### config.mk
export PLATFORM = sky130hd
export DESIGN_NAME = integer_literal_parser_top
export DESIGN_NICKNAME = d
export VERILOG_FILES = /design/src/hdl/ilp_pkg.sv /design/src/hdl/ilp_step.sv /design/src/hdl/integer_literal_parser_top.sv
export SDC_FILE = /design/constraint.sdc
export NUM_CORES = 1
export LEC_CHECK = 0
export BUFFER_PORTS_ARGS = -buffer_cell sky130_fd_sc_hd__buf_2
export CAP_MARGIN = 20
export CORE_ASPECT_RATIO = 1.4
export CORE_MARGIN = 2
export CORE_UTILIZATION = 63
export CTS_BUF_LIST = sky130_fd_sc_hd__clkbuf_4 sky130_fd_sc_hd__clkbuf_8 sky130_fd_sc_hd__clkbuf_16
export DETAILED_ROUTE_END_ITERATION = 7
export PLACE_DENSITY = 0.92
export SYNTH_ARGS = -nofsm -noshare
export SYNTH_HDL_FRONTEND = slang
export SYNTH_HIERARCHICAL = 1
export SYNTH_SLANG_ARGS = --single-unit
export TNS_END_PERCENT = 30
### constraint.sdc
create_clock -name clk -period 6.7 [get_ports clk]
set_input_delay 1.34 -clock clk [delete_from_list [all_inputs] [get_ports clk]]
set_output_delay 1.34 -clock clk [all_outputs]
set_load 0.05 [all_outputs]
### src/hdl/ilp_pkg.sv
// ----------------------------------------------------------------------------
// ilp_pkg
// shared types and constants of the integer literal parser
// ----------------------------------------------------------------------------
package ilp_pkg;

  localparam int VALUE_WIDTH_DEF   = 32;
  localparam int MAX_TOKEN_LEN_DEF = 255;

  localparam int CHAR_W   = 8;
  localparam int OUT_VAL_W = 32;
  localparam int POS_W    = 8;
  localparam int DIGIT_W  = 4;

  typedef enum logic [2:0] {
    PH_START  = 3'd0,
    PH_SIGN   = 3'd1,
    PH_ZERO   = 3'd2,
    PH_PREFIX = 3'd3,
    PH_DIGITS = 3'd4,
    PH_ERROR  = 3'd5
  } phase_t;

  typedef enum logic [1:0] {
    BASE_DEC = 2'd0,
    BASE_OCT = 2'd1,
    BASE_BIN = 2'd2,
    BASE_HEX = 2'd3
  } base_t;

  typedef enum logic [2:0] {
    ERR_NONE      = 3'd0,
    ERR_EMPTY     = 3'd1,
    ERR_DEC       = 3'd2,
    ERR_OCT       = 3'd3,
    ERR_BIN       = 3'd4,
    ERR_HEX_DIGIT = 3'd5,
    ERR_HEX_EMPTY = 3'd6,
    ERR_START     = 3'd7
  } err_t;

  typedef struct packed {
    phase_t phase;
    logic   neg;
    base_t  base;
    err_t   err;
  } ctl_t;

  localparam ctl_t CTL_RESET = '{phase: PH_START, neg: 1'b0, base: BASE_DEC, err: ERR_NONE};

  typedef struct packed {
    logic                 is_int;
    logic [OUT_VAL_W-1:0] value;
    err_t                 code;
    logic [POS_W-1:0]     pos;
  } res_t;

endpackage

### src/hdl/ilp_step.sv
// ----------------------------------------------------------------------------
// ilp_step
// next parse state and token result for one character
// ----------------------------------------------------------------------------
module ilp_step #(
  parameter int VALUE_WIDTH = ilp_pkg::VALUE_WIDTH_DEF,
  parameter int MAX_TOKEN_LEN = ilp_pkg::MAX_TOKEN_LEN_DEF,
  parameter int IDX_W = $clog2(MAX_TOKEN_LEN + 1)
) (
  input  logic [ilp_pkg::CHAR_W-1:0] char_i,
  input  logic                       last_i,
  input  ilp_pkg::ctl_t              ctl_i,
  input  logic [VALUE_WIDTH-1:0]     acc_i,
  input  logic [IDX_W-1:0]           idx_i,
  input  logic [IDX_W-1:0]           err_idx_i,
  output ilp_pkg::ctl_t              ctl_o,
  output logic [VALUE_WIDTH-1:0]     acc_o,
  output logic [IDX_W-1:0]           idx_o,
  output logic [IDX_W-1:0]           err_idx_o,
  output ilp_pkg::res_t              res_o
);

  localparam int EXT_W = VALUE_WIDTH + ilp_pkg::OUT_VAL_W;
  localparam int PEXT_W = IDX_W + ilp_pkg::POS_W;

  localparam logic [7:0] CH_PLUS  = 8'h2B;
  localparam logic [7:0] CH_MINUS = 8'h2D;
  localparam logic [7:0] CH_0     = 8'h30;
  localparam logic [7:0] CH_1     = 8'h31;
  localparam logic [7:0] CH_7     = 8'h37;
  localparam logic [7:0] CH_9     = 8'h39;
  localparam logic [7:0] CH_UA    = 8'h41;
  localparam logic [7:0] CH_UF    = 8'h46;
  localparam logic [7:0] CH_LA    = 8'h61;
  localparam logic [7:0] CH_LF    = 8'h66;
  localparam logic [7:0] CH_LB    = 8'h62;
  localparam logic [7:0] CH_LX    = 8'h78;
  localparam logic [7:0] CASE_BIT = 8'h20;

  function automatic ilp_pkg::err_t bad_digit(input ilp_pkg::base_t b);
    ilp_pkg::err_t e;
    unique case (b)
      ilp_pkg::BASE_DEC: e = ilp_pkg::ERR_DEC;
      ilp_pkg::BASE_OCT: e = ilp_pkg::ERR_OCT;
      ilp_pkg::BASE_BIN: e = ilp_pkg::ERR_BIN;
      default:           e = ilp_pkg::ERR_HEX_DIGIT;
    endcase
    return e;
  endfunction

  logic                          is_num;
  logic                          is_uhex;
  logic                          is_lhex;
  logic [7:0]                    dig_full;
  logic [ilp_pkg::DIGIT_W-1:0]   dig;
  logic                          dig_ok;
  logic [VALUE_WIDTH-1:0]        acc_mul;
  logic [VALUE_WIDTH-1:0]        acc_dig;
  logic [7:0]                    lc;
  ilp_pkg::ctl_t                 ctl_t1;
  logic [VALUE_WIDTH-1:0]        acc_t1;
  logic [IDX_W-1:0]              err_idx_t1;
  logic [VALUE_WIDTH-1:0]        val;
  logic signed [EXT_W-1:0]       val_ext;
  logic [PEXT_W-1:0]             pos_ext;

  // digit decode
  always_comb begin
    is_num  = (char_i >= CH_0) && (char_i <= CH_9);
    is_uhex = (char_i >= CH_UA) && (char_i <= CH_UF);
    is_lhex = (char_i >= CH_LA) && (char_i <= CH_LF);
    if (is_num) begin
      dig_full = char_i - CH_0;
    end else if (is_uhex) begin
      dig_full = char_i - 8'h37;
    end else begin
      dig_full = char_i - 8'h57;
    end
    dig = dig_full[ilp_pkg::DIGIT_W-1:0];
    case (ctl_i.base)
      ilp_pkg::BASE_DEC: begin
        dig_ok  = is_num;
        acc_mul = (acc_i << 3) + (acc_i << 1);
      end
      ilp_pkg::BASE_OCT: begin
        dig_ok  = is_num && (char_i <= CH_7);
        acc_mul = acc_i << 3;
      end
      ilp_pkg::BASE_BIN: begin
        dig_ok  = is_num && (char_i <= CH_1);
        acc_mul = acc_i << 1;
      end
      default: begin
        dig_ok  = is_num || is_uhex || is_lhex;
        acc_mul = acc_i << 4;
      end
    endcase
    acc_dig = acc_mul + VALUE_WIDTH'(dig);
    lc = char_i | CASE_BIT;
  end

  // character step
  always_comb begin
    ctl_t1     = ctl_i;
    acc_t1     = acc_i;
    err_idx_t1 = err_idx_i;
    unique case (ctl_i.phase) inside
      ilp_pkg::PH_START, ilp_pkg::PH_SIGN: begin
        if ((ctl_i.phase == ilp_pkg::PH_START) && ((char_i == CH_PLUS) || (char_i == CH_MINUS))) begin
          ctl_t1.neg   = (char_i == CH_MINUS);
          ctl_t1.phase = ilp_pkg::PH_SIGN;
        end else if (char_i == CH_0) begin
          ctl_t1.phase = ilp_pkg::PH_ZERO;
        end else if (is_num) begin
          ctl_t1.base  = ilp_pkg::BASE_DEC;
          acc_t1       = VALUE_WIDTH'(dig);
          ctl_t1.phase = ilp_pkg::PH_DIGITS;
        end else begin
          ctl_t1.err   = (ctl_i.phase == ilp_pkg::PH_START) ? ilp_pkg::ERR_START
                                                             : ilp_pkg::ERR_DEC;
          err_idx_t1   = idx_i;
          ctl_t1.phase = ilp_pkg::PH_ERROR;
        end
      end
      ilp_pkg::PH_ZERO: begin
        if (lc == CH_LX) begin
          ctl_t1.base  = ilp_pkg::BASE_HEX;
          ctl_t1.phase = ilp_pkg::PH_PREFIX;
        end else if (lc == CH_LB) begin
          ctl_t1.base  = ilp_pkg::BASE_BIN;
          ctl_t1.phase = ilp_pkg::PH_PREFIX;
        end else if (is_num && (char_i <= CH_7)) begin
          ctl_t1.base  = ilp_pkg::BASE_OCT;
          acc_t1       = VALUE_WIDTH'(dig);
          ctl_t1.phase = ilp_pkg::PH_DIGITS;
        end else begin
          ctl_t1.err   = ilp_pkg::ERR_OCT;
          err_idx_t1   = idx_i;
          ctl_t1.phase = ilp_pkg::PH_ERROR;
        end
      end
      ilp_pkg::PH_PREFIX, ilp_pkg::PH_DIGITS: begin
        if (!dig_ok) begin
          ctl_t1.err   = bad_digit(ctl_i.base);
          err_idx_t1   = idx_i;
          ctl_t1.phase = ilp_pkg::PH_ERROR;
        end else begin
          acc_t1       = acc_dig;
          ctl_t1.phase = ilp_pkg::PH_DIGITS;
        end
      end
      default: ;
    endcase

    // end of token checks
    if (last_i && (ctl_t1.phase == ilp_pkg::PH_SIGN)) begin
      ctl_t1.err   = ilp_pkg::ERR_EMPTY;
      err_idx_t1   = idx_i;
      ctl_t1.phase = ilp_pkg::PH_ERROR;
    end else if (last_i && (ctl_t1.phase == ilp_pkg::PH_PREFIX)) begin
      ctl_t1.err   = (ctl_t1.base == ilp_pkg::BASE_HEX) ? ilp_pkg::ERR_HEX_EMPTY
                                                        : ilp_pkg::ERR_EMPTY;
      err_idx_t1   = idx_i;
      ctl_t1.phase = ilp_pkg::PH_ERROR;
    end
  end

  // result and next state
  always_comb begin
    val     = ctl_t1.neg ? (~acc_t1 + VALUE_WIDTH'(1)) : acc_t1;
    val_ext = EXT_W'($signed(val));
    pos_ext = PEXT_W'(err_idx_t1);
    if (ctl_t1.err == ilp_pkg::ERR_NONE) begin
      res_o.is_int = 1'b1;
      res_o.value  = val_ext[ilp_pkg::OUT_VAL_W-1:0];
      res_o.code   = ilp_pkg::ERR_NONE;
      res_o.pos    = '0;
    end else begin
      res_o.is_int = 1'b0;
      res_o.value  = '0;
      res_o.code   = ctl_t1.err;
      res_o.pos    = (pos_ext > PEXT_W'(255)) ? '1 : pos_ext[ilp_pkg::POS_W-1:0];
    end

    if (last_i) begin
      ctl_o     = ilp_pkg::CTL_RESET;
      acc_o     = '0;
      idx_o     = '0;
      err_idx_o = '0;
    end else begin
      ctl_o     = ctl_t1;
      acc_o     = acc_t1;
      idx_o     = (idx_i < IDX_W'(MAX_TOKEN_LEN)) ? idx_i + IDX_W'(1) : idx_i;
      err_idx_o = err_idx_t1;
    end
  end

endmodule

### src/hdl/integer_literal_parser_top.sv
// ----------------------------------------------------------------------------
// integer_literal_parser_top
// a request with tlast goes from the input register through the parse step
// into the result register; one character per cycle by the single parse
// step stage, taken while a finished result waits in the output register,
// until the next request with tlast reaches the parse step and waits there
// reset: synchronous rst_n clears the pipeline valids and the parse state
// ----------------------------------------------------------------------------
module integer_literal_parser_top #(
  parameter int VALUE_WIDTH = ilp_pkg::VALUE_WIDTH_DEF,
  parameter int MAX_TOKEN_LEN = ilp_pkg::MAX_TOKEN_LEN_DEF
) (
  input  logic        clk,
  input  logic        rst_n,
  input  logic        in_tvalid,
  output logic        in_tready,
  input  logic [7:0]  in_tdata,   // [7:0] character
  input  logic        in_tlast,
  output logic        out_tvalid,
  input  logic        out_tready,
  output logic [47:0] out_tdata,  // [31:0] literal_value, [34:32] error_code,
                                  // [42:35] error_position, [47:43] zero
  output logic        out_tuser   // [0] is_integer
);

  localparam int IDX_W = $clog2(MAX_TOKEN_LEN + 1);

  logic                          s1_valid_r;
  logic [ilp_pkg::CHAR_W-1:0]    s1_char_r;
  logic                          s1_last_r;
  logic                          s1_adv;

  ilp_pkg::ctl_t                 ctl_r;
  ilp_pkg::ctl_t                 ctl_nxt;
  logic [VALUE_WIDTH-1:0]        acc_r;
  logic [VALUE_WIDTH-1:0]        acc_nxt;
  logic [IDX_W-1:0]              idx_r;
  logic [IDX_W-1:0]              idx_nxt;
  logic [IDX_W-1:0]              err_idx_r;
  logic [IDX_W-1:0]              err_idx_nxt;
  ilp_pkg::res_t                 res_nxt;

  logic                          out_valid_r;
  ilp_pkg::res_t                 res_r;

  assign s1_adv    = s1_valid_r && (!s1_last_r || !out_valid_r || out_tready);
  assign in_tready = !s1_valid_r || s1_adv;

  ilp_step #(
    .VALUE_WIDTH   (VALUE_WIDTH),
    .MAX_TOKEN_LEN (MAX_TOKEN_LEN),
    .IDX_W         (IDX_W)
  ) u_step (
    .char_i    (s1_char_r),
    .last_i    (s1_last_r),
    .ctl_i     (ctl_r),
    .acc_i     (acc_r),
    .idx_i     (idx_r),
    .err_idx_i (err_idx_r),
    .ctl_o     (ctl_nxt),
    .acc_o     (acc_nxt),
    .idx_o     (idx_nxt),
    .err_idx_o (err_idx_nxt),
    .res_o     (res_nxt)
  );

  // input register
  always_ff @(posedge clk) begin
    if (!rst_n) begin
      s1_valid_r <= 1'b0;
    end else if (in_tready) begin
      s1_valid_r <= in_tvalid;
    end
    if (in_tready && in_tvalid) begin
      s1_char_r <= in_tdata;
      s1_last_r <= in_tlast;
    end
  end

  // parse state
  always_ff @(posedge clk) begin
    if (!rst_n) begin
      ctl_r     <= ilp_pkg::CTL_RESET;
      acc_r     <= '0;
      idx_r     <= '0;
      err_idx_r <= '0;
    end else if (s1_adv) begin
      ctl_r     <= ctl_nxt;
      acc_r     <= acc_nxt;
      idx_r     <= idx_nxt;
      err_idx_r <= err_idx_nxt;
    end
  end

  // result register
  always_ff @(posedge clk) begin
    if (!rst_n) begin
      out_valid_r <= 1'b0;
    end else if (s1_adv && s1_last_r) begin
      out_valid_r <= 1'b1;
    end else if (out_tready) begin
      out_valid_r <= 1'b0;
    end
    if (s1_adv && s1_last_r) begin
      res_r <= res_nxt;
    end
  end

  assign out_tvalid = out_valid_r;
  assign out_tuser  = res_r.is_int;
  assign out_tdata  = {5'd0, res_r.pos, res_r.code, res_r.value};

endmodule
Word level (Yosys, flattened, before mapping):

Cells that the tools add are included.

* $add $sub $neg: 7
* $lt $le $gt $ge: 9
* equal/unequal tests: 14
* muxes and demuxes: 61
* bitwise gates (word level): 1
* reductions and logical operators: 28

Operator list (count)
* 2-to-1 mux 32 bit: 9
* one-hot mux 32 bit (3 select lines): 2
* 2-to-1 mux 8 bit: 12
* 2-to-1 mux 3 bit: 15
* 2-to-1 mux 44 bit: 1
* adder 32 x 1 -> 32 bit, second input constant: 1
* adder 32 bit: 1
* adder 32 x 4 -> 32 bit: 1
* NOT 32 bit: 1
* one-hot mux 3 bit (3 select lines): 3
* equality test 8 x 6 -> 1 bit, second input constant: 3
* <= comparator 8 x 6 -> 1 bit, second input constant: 3
* one-hot mux 8 bit (3 select lines): 1
* greater-or-equal comparator 8 x 7 -> 1 bit, second input constant: 2
* <= comparator 8 x 7 -> 1 bit, second input constant: 2
* equality test 7 x 6 -> 1 bit, second input constant: 2
* logical AND 1 bit: 11
* 2-to-1 mux 5 bit: 2
* equality test 3 x 2 -> 1 bit, second input constant: 3
* 2-to-1 mux 9 bit: 1
* adder 8 x 1 -> 8 bit, second input constant: 1
* greater-or-equal comparator 8 x 6 -> 1 bit, second input constant: 1
* < comparator 8 bit, second input constant: 1
* 2-to-1 mux 2 bit: 4
* other kinds (17): 37

* register bits: 112
* logic and storage cells: 135

Longest topological paths before layout:

Gate-level depths: netlist (run 1).

* depth in word-level cells: 13
* mapped depth: 23
* mapped depth without buffers: 20

Hierarchy:

The synthesis (run 1) kept the hierarchy.

By module, submodules not included
* ilp_step: instances 1, cells an instance 1005, area an instance 6373.6 µm², seq. area each 0.0 µm²
* integer_literal_parser_top: instances 1, cells an instance 317, area an instance 4000.1 µm², seq. area each 2772.7 µm²

Least setup slack after synthesis (run 1):

Ideal clock, no wire load.

* path type: register -> register
* start point: register ctl_r[3] (netlist bit)
* end point: register res_r (netlist bit out_tdata[31]) (data pin)
* data arrival time: 5.603 ns
* setup slack: 0.831 ns
* stages on the path, launching flop included: 24
* buffers on the path: 8
* clock period less this slack: 5.869 ns
* path through: dfxtp_1 -> buf_6 -> buf_6 -> buf_4 -> buf_2 -> clkbuf_1 -> clkbuf_1 -> clkbuf_1 -> mux2i_1 -> o21ai_0 -> ha_1 -> a21o_1 -> o21a_1 -> o31ai_1 -> or4b_4 -> or4_1 -> buf_2 -> or4_4 -> o211a_1 -> a211oi_2 -> and3_1 -> a41oi_1 -> xor2_1 -> nor2_1

* longest elaborated chain between the ends: 9

Ends and longest elaborated chain
* from (decl): line integer_literal_parser_top.sv:33 `ilp_pkg::ctl_t ctl_r;`
* from (signal assigned): line integer_literal_parser_top.sv:83 `ctl_r <= ilp_pkg::CTL_RESET;`
* from (signal assigned): line integer_literal_parser_top.sv:88 `ctl_r <= ctl_nxt;`
* parallel branches: the longest is 9 deep, another holds adder 32 x 4 -> 32 bit
* to (signal assigned): line integer_literal_parser_top.sv:105 `res_r <= res_nxt;`
* to (decl): line integer_literal_parser_top.sv:44 `ilp_pkg::res_t res_r;`

Several ways; the timed one is not identified.
A chain may end at the register's enable or synchronous reset.

Worst setup path after layout (run 1):

* start point: register s1_char_r[1] (netlist bit)
* end point: register res_r (netlist bit out_tdata[30]) (data pin)

* longest elaborated chain between the ends: 12

Ends and longest elaborated chain
* from (decl): line integer_literal_parser_top.sv:29 `logic [ilp_pkg::CHAR_W-1:0] s1_char_r;`
* from (signal assigned): line integer_literal_parser_top.sv:75 `s1_char_r <= in_tdata;`
* parallel branches: the longest is 12 deep, another holds adder 32 x 4 -> 32 bit

Several ways; the timed one is not identified.

==> flow_metrics.tcl, run 1 <==
set metrics [dict create \
    cap_violations 0 \
    synthAdderAreaFrac 0.0485 \
    grt_max_degree 117 \
    area_delta_synth_final_pct 5.37 \
    clock_skew_ns 0.0134 \
    cts_setup_buffers 0 \
    critPathArrivalTime_ns 6.16 \
    worstSetupPathType "flip-flop to flip-flop" \
    clk_latency_ns 0.37 \
    drive_above_1_share 0.0986 \
    antenna_found_initial 0 \
    start_util 0.641 \
    switching_power_uw 406 \
    yosys_warnings 6 \
    synth_top_family_by_area "simple AND/OR/NAND/NOR gates" \
    min_path_type "flip-flop to flip-flop" \
    ant_nets 0 \
    violations "DRC" \
    setup_viol 0 \
    firstDrtPassIters 8 \
    postLayoutCellArea_sq_um 10900 \
    grt_pass1_vias 10116 \
    ctsHtreeMaxLevel 3 \
    path_max_fanout 8 \
    end_kind "flip-flop" \
    drt-total-wl_um 30200 \
    final_cell_mix "nand2_1, nor2_1, mux2i_1, a21oi_1, dfxtp_1" \
    first_iter_violations 1361 \
    synth_edf_count 53 \
    diodes 0 \
    synth_xor_area_frac 0.0439 \
    finalPower_uw 1480 \
    vias 10657 \
    ir_drop_v 0.000180 \
    fin_setup_tns_ns 0 \
    slew_violations 0 \
    io_pins 64 \
    status "finished with violations" \
    cts_buffers 9 \
    place_congestion 0.975 \
    cts-root-buf "clkbuf_16" \
    period_needed_ns 6.04 \
    netlist_area_sq_um 10400 \
    synth-compound-area-share 0.217 \
    final_util 0.676 \
    ys_seq_elements 112 \
    fmax_ghz 0.165 \
    grt_overflow_total 0 \
    die_w_um 112 \
    synth.avg_cell_area_sq_um 7.85 \
    finalHoldViolations 0 \
    whs_ns 0.460 \
    vias_per_cell 6.98 \
    power.internal_uw 1070 \
    cts.sinks 112 \
    swShare 0.274 \
    cts.clk_slew.worst_paths_ns 0.08 \
    cpMaxStageDelayCell "nor4b_2" \
    numPortBuffers 58 \
    core_sq_um 16200 \
    leakagePower_uw 0.00383 \
    grt_setup_unrepaired "no" \
    dp_hpwl_um 21000 \
    ys_async_sr_fraction 0 \
    cellPowerDensity_nw_per_um2 135 \
    yosys-top-cells-area "edfxtp_1, dfxtp_1, mux2i_1, nand2_1, nor2_1" \
    synth_top_cell_area_share 0.153 \
    ys.flop_type "dfxtp_1" \
    crit_chain "inv_1 -> ha_1 -> o21bai_1 -> a21oi_1 -> a31oi_1 -> xor2_1 -> ha_1 -> a21oi_1 -> nand2_1 -> o31ai_1 -> nor4b_2 -> xnor2_1 -> a22oi_1 -> nor4b_1 -> and4_1 -> nor4b_2 -> a41oi_1 -> xor2_1 -> nor2_1" \
    dieHeight_um 156 \
    p_seq_frac 0.501 \
    synth_cells 1322 \
    path_buf_inv 1 \
    clock_path_buffers 2 \
    final_common_cell "nand2_1" \
    grtUsageTotal 0.340 \
    max_stage_delay_ns 0.66 \
    grt_pass1_wl_um 48300 \
    relSlewSlack 0.265 \
    layout.nets 1375 \
    drcViolationCount 4 \
    tightest_slew_ns 1.10 \
    yosysTopAreaCell "edfxtp_1" \
    synth_mux_area_frac 0.0981 \
    pwr-share-comb 0.111 \
    cts_hold_buf 0 \
    worstSetupStartpointType "flip-flop" \
    cp_top_family "simple AND/OR/NAND/NOR gates" \
    post_cts_resized 0 \
    pwr-share-clk 0.389 \
    synth_cell_types 100 \
    required_ns 6.81 \
    num_rows 55 \
    synth-seq-area-share 0.267 \
    die_area_sq_um 17500 \
    tritoncts "yes" \
    dpl-instance-area_sq_um 10600 \
    synthSimpleGateAreaFrac 0.274 \
    wire_per_inst_um 19.8 \
    fin_crit_sh 0.902 \
]
==> cell usage after synthesis, drive strengths merged, types with 19 or more instances <==
cell    instances
nand2         196
nor2          164
a21oi          82
mux2i          81
dfxtp          59
clkbuf         58
edfxtp         53
o21ai          53
nor3           38
ha             37
nand3          35
buf            31
xor2           28
a31oi          26
xnor2          24
nand4          22
inv            21
a211oi         19
==> metal layers <==
metal	routed length, um	up-vias	GRT usage
met5	0	-	0
met4	2290	0	0.249
met3	1850	202	0.0412
met2	15200	650	0.613
met1	10800	4931	0.362
li1	-	4874	-
==> layout make-up <==
cell class	instances	area, sq um
clock buffers	10	233
clock inverters	6	75.1
fillers	1250	5240
multi-input cells	1103	7100
inverters	22	82.6
repair buffers	75	420
well taps	199	249
flip-flops and latches	112	2770
==> kinds of logic (layout without fill, tap and decap cells) <==
kind of cell / count (synthesis) / count (layout)
adder cells (fa/ha/maj): 39 / 39
AND/OR/NAND/NOR: 587 / 587
XOR/XNOR: 52 / 52
buffers and inverters: 111 / 113
multiplexers: 92 / 92
AO/OA/AOI/OAI: 328 / 328
other: 1 / 5
flip-flops: 112 / 112
==> registers in the layout, indices dropped and copies added (netlist names) <==
name / cells
err_idx_r: 8
ctl_r: 9
s1_char_r: 8
out_tvalid: 1
acc_r: 32
s1_last_r: 1
out_tdata: 43
s1_valid_r: 1
idx_r: 8
out_tuser: 1
==> path summary, 6_finish.rpt <==
check	from	end	slack, ns	depth (start not counted)
hold reg to reg	err_idx_r[5]	err_idx_r[5]	0.46	2
setup reg to reg	s1_char_r[1]	out_tdata[30]	0.66	19
setup / recovery	s1_char_r[1]	out_tdata[30]	0.66	19
hold / removal	err_idx_r[5]	err_idx_r[5]	0.46	2
==> stage by stage <==
step / std cells / worst slack (ns)
2_1_floorplan: 1326 / 0.831
3_3_place_gp: 1511 / 1.04
3_5_place_dp: 1511 / 0.885
4_1_cts: 1527 / 0.809
5_1_grt: 1527 / 0.314
6_report: 1527 / 0.657
==> power groups by stage <==
stage	registers [uW]	logic [uW]	clock network [uW]
finish	741	164	576
global route	743	173	593
CTS	741	160	575
detailed placement	757	159	0
global placement	756	156	0
floorplan	782	103	0
==> worst min-delay path, stage by stage (launching register included) <==
cell and delay (ns):
dfxtp_1 0.32, nand2_1 0.05, mux2i_1 0.05
Power figures use the tool's default switching activity.
==> run 2: changes to the inputs <==
--- a/config.mk
+++ b/config.mk
@@ -5,14 +5,16 @@
 export SDC_FILE = /design/constraint.sdc
 export NUM_CORES = 1
 export LEC_CHECK = 0
-export BUFFER_PORTS_ARGS = -buffer_cell sky130_fd_sc_hd__buf_2
 export CAP_MARGIN = 20
+export CELL_PAD_IN_SITES_DETAIL_PLACEMENT = 0
+export CELL_PAD_IN_SITES_GLOBAL_PLACEMENT = 1
 export CORE_ASPECT_RATIO = 1.4
 export CORE_MARGIN = 2
-export CORE_UTILIZATION = 63
+export CORE_UTILIZATION = 49
 export CTS_BUF_LIST = sky130_fd_sc_hd__clkbuf_4 sky130_fd_sc_hd__clkbuf_8 sky130_fd_sc_hd__clkbuf_16
 export DETAILED_ROUTE_END_ITERATION = 7
-export PLACE_DENSITY = 0.92
+export DONT_BUFFER_PORTS = 1
+export PLACE_DENSITY = 0.91
 export SYNTH_ARGS = -nofsm -noshare
 export SYNTH_HDL_FRONTEND = slang
 export SYNTH_HIERARCHICAL = 1
==> flow_metrics.tcl, run 2 (synthesis gave the netlist of run 1 again) <==
set metrics [dict create \
    fin_crit_sh 0.889 \
    grt_pass1_wl_um 46900 \
    critPathArrivalTime_ns 6.06 \
    grt_setup_unrepaired "no" \
    whs_ns 0.456 \
    largest_register_ffs 43 \
    antenna_found_initial 0 \
    min_path_type "flip-flop to flip-flop" \
    first_iter_violations 752 \
    numPortBuffers 0 \
    cap_violations 0 \
    post_cts_resized 0 \
    dp_hpwl_um 21700 \
    drcViolationCount 0 \
    io_pins 64 \
    vias 9831 \
    cts_setup_buffers 0 \
    die_w_um 127 \
    vias_per_cell 6.41 \
    cts-root-buf "clkbuf_16" \
    diodes 0 \
    firstDrtPassIters 5 \
    setup_viol 0 \
    wire_per_inst_um 19.4 \
    relSlewSlack 0.303 \
    fmax_ghz 0.168 \
    tritoncts "yes" \
    tightest_slew_ns 1.05 \
    die_area_sq_um 22400 \
    status "finished clean" \
    drt-total-wl_um 29800 \
    grtUsageTotal 0.258 \
    worstSetupStartpointType "flip-flop" \
    ctsHtreeMaxLevel 3 \
    clk_latency_ns 0.36 \
    finalHoldViolations 0 \
    slew_violations 0 \
    ir_drop_v 0.000122 \
    grt_pass1_vias 9354 \
    drive_above_1_share 0.0597 \
    end_kind "flip-flop" \
    ant_nets 0 \
    fill_cells 2009 \
    final_cell_mix "nand2_1, nor2_1, mux2i_1, a21oi_1, dfxtp_1" \
    start_util 0.495 \
    grt_max_degree 117 \
    place_congestion 0.956 \
    clock_skew_ns 0.0106 \
    dieHeight_um 176 \
    period_needed_ns 5.96 \
    num_rows 63 \
    clock_path_buffers 2 \
    leakagePower_uw 0.00363 \
    cts_hold_buf 0 \
    layout.nets 1320 \
    cellPowerDensity_nw_per_um2 133 \
    cts_buffers 9 \
    grt_overflow_total 0 \
    final_common_cell "nand2_1" \
    core_sq_um 21000 \
    path_max_fanout 8 \
    fin_setup_tns_ns 0 \
    area_delta_synth_final_pct 3.37 \
    cts.clk_slew.worst_paths_ns 0.08 \
    cts.sinks 112 \
    required_ns 6.80 \
    worstSetupPathType "flip-flop to flip-flop" \
]
[run 2: cell types whose count changed in the layout (fill, tap and decap cells not counted)]
| cell | change |
|---|---|
| inv_6 | -2 |
| buf_4 | +1 |
| buf_2 | -57 |
| clkinv_4 | +1 |
| bufinv_16 | -1 |
| clkbuf_2 | +1 |
| clkinv_8 | +1 |
| inv_8 | +1 |
[run 2: area by class of cell]
class | count | area (sq um) | area share
clock buffer | 10 | 233 | 0.0217
sequential | 112 | 2770 | 0.259
clock inverter | 6 | 63.8 | 0.00595
multi-input combinational | 1103 | 7100 | 0.662
inverter | 22 | 82.6 | 0.00770
timing repair buffer | 20 | 148 | 0.0138
tap | 260 | 325 | 0.0303
[run 2: path summary, 6_finish.rpt]
check | from | end | slack [ns] | cells after the start
worst min register to register | err_idx_r[7] | err_idx_r[7] | 0.46 | 2
worst max-delay path | s1_char_r[0] | out_tdata[31] | 0.74 | 19
worst max register to register | s1_char_r[0] | out_tdata[31] | 0.74 | 19
worst min-delay path | err_idx_r[7] | err_idx_r[7] | 0.46 | 2
[run 2: worst max-delay path, cell delays in order, from the launching register on]
cell and delay, ns:
edfxtp_1 0.52, inv_1 0.14, ha_1 0.23, o21bai_1 0.11
a21oi_1 0.50, a31oi_1 0.11, xor2_1 0.18, ha_1 0.38
a21o_1 0.22, o21a_1 0.15, o31ai_1 0.08, or4b_4 0.57
or4_1 0.60, or4_4 0.61, o211a_1 0.25, a211oi_2 0.36
and3_1 0.28, a41oi_1 0.16, xor2_1 0.19, nor2_1 0.06
[run 2: power breakdown]
group / internal [uW] / total [uW] / switching [uW]
clock: 267 / 545 / 278
combinational: 37.2 / 110 / 72.9
sequential: 729 / 773 / 43.4
[run 2: layer usage]
layer | share of wire | wire [um] | GRT usage
met4 | 0.055 | 1640 | 0.150
met1 | 0.39 | 11600 | 0.277
met5 | 0 | 0 | 0
met3 | 0.030 | 902 | 0.0288
met2 | 0.53 | 15700 | 0.485
[run 2: metrics by stage]
stage	cells	worst slack (ns)	total power, uW	area, sq um	utilization
final	1533	0.745	1430	10700	0.511
after global routing	1533	0.330	1470	10700	0.511
after CTS	1532	0.828	1440	10700	0.511
after detailed placement	1516	0.892	898	10400	0.497
after global placement	1516	0.994	897	10400	0.497
after floorplan	1326	0.831	885	10400	-
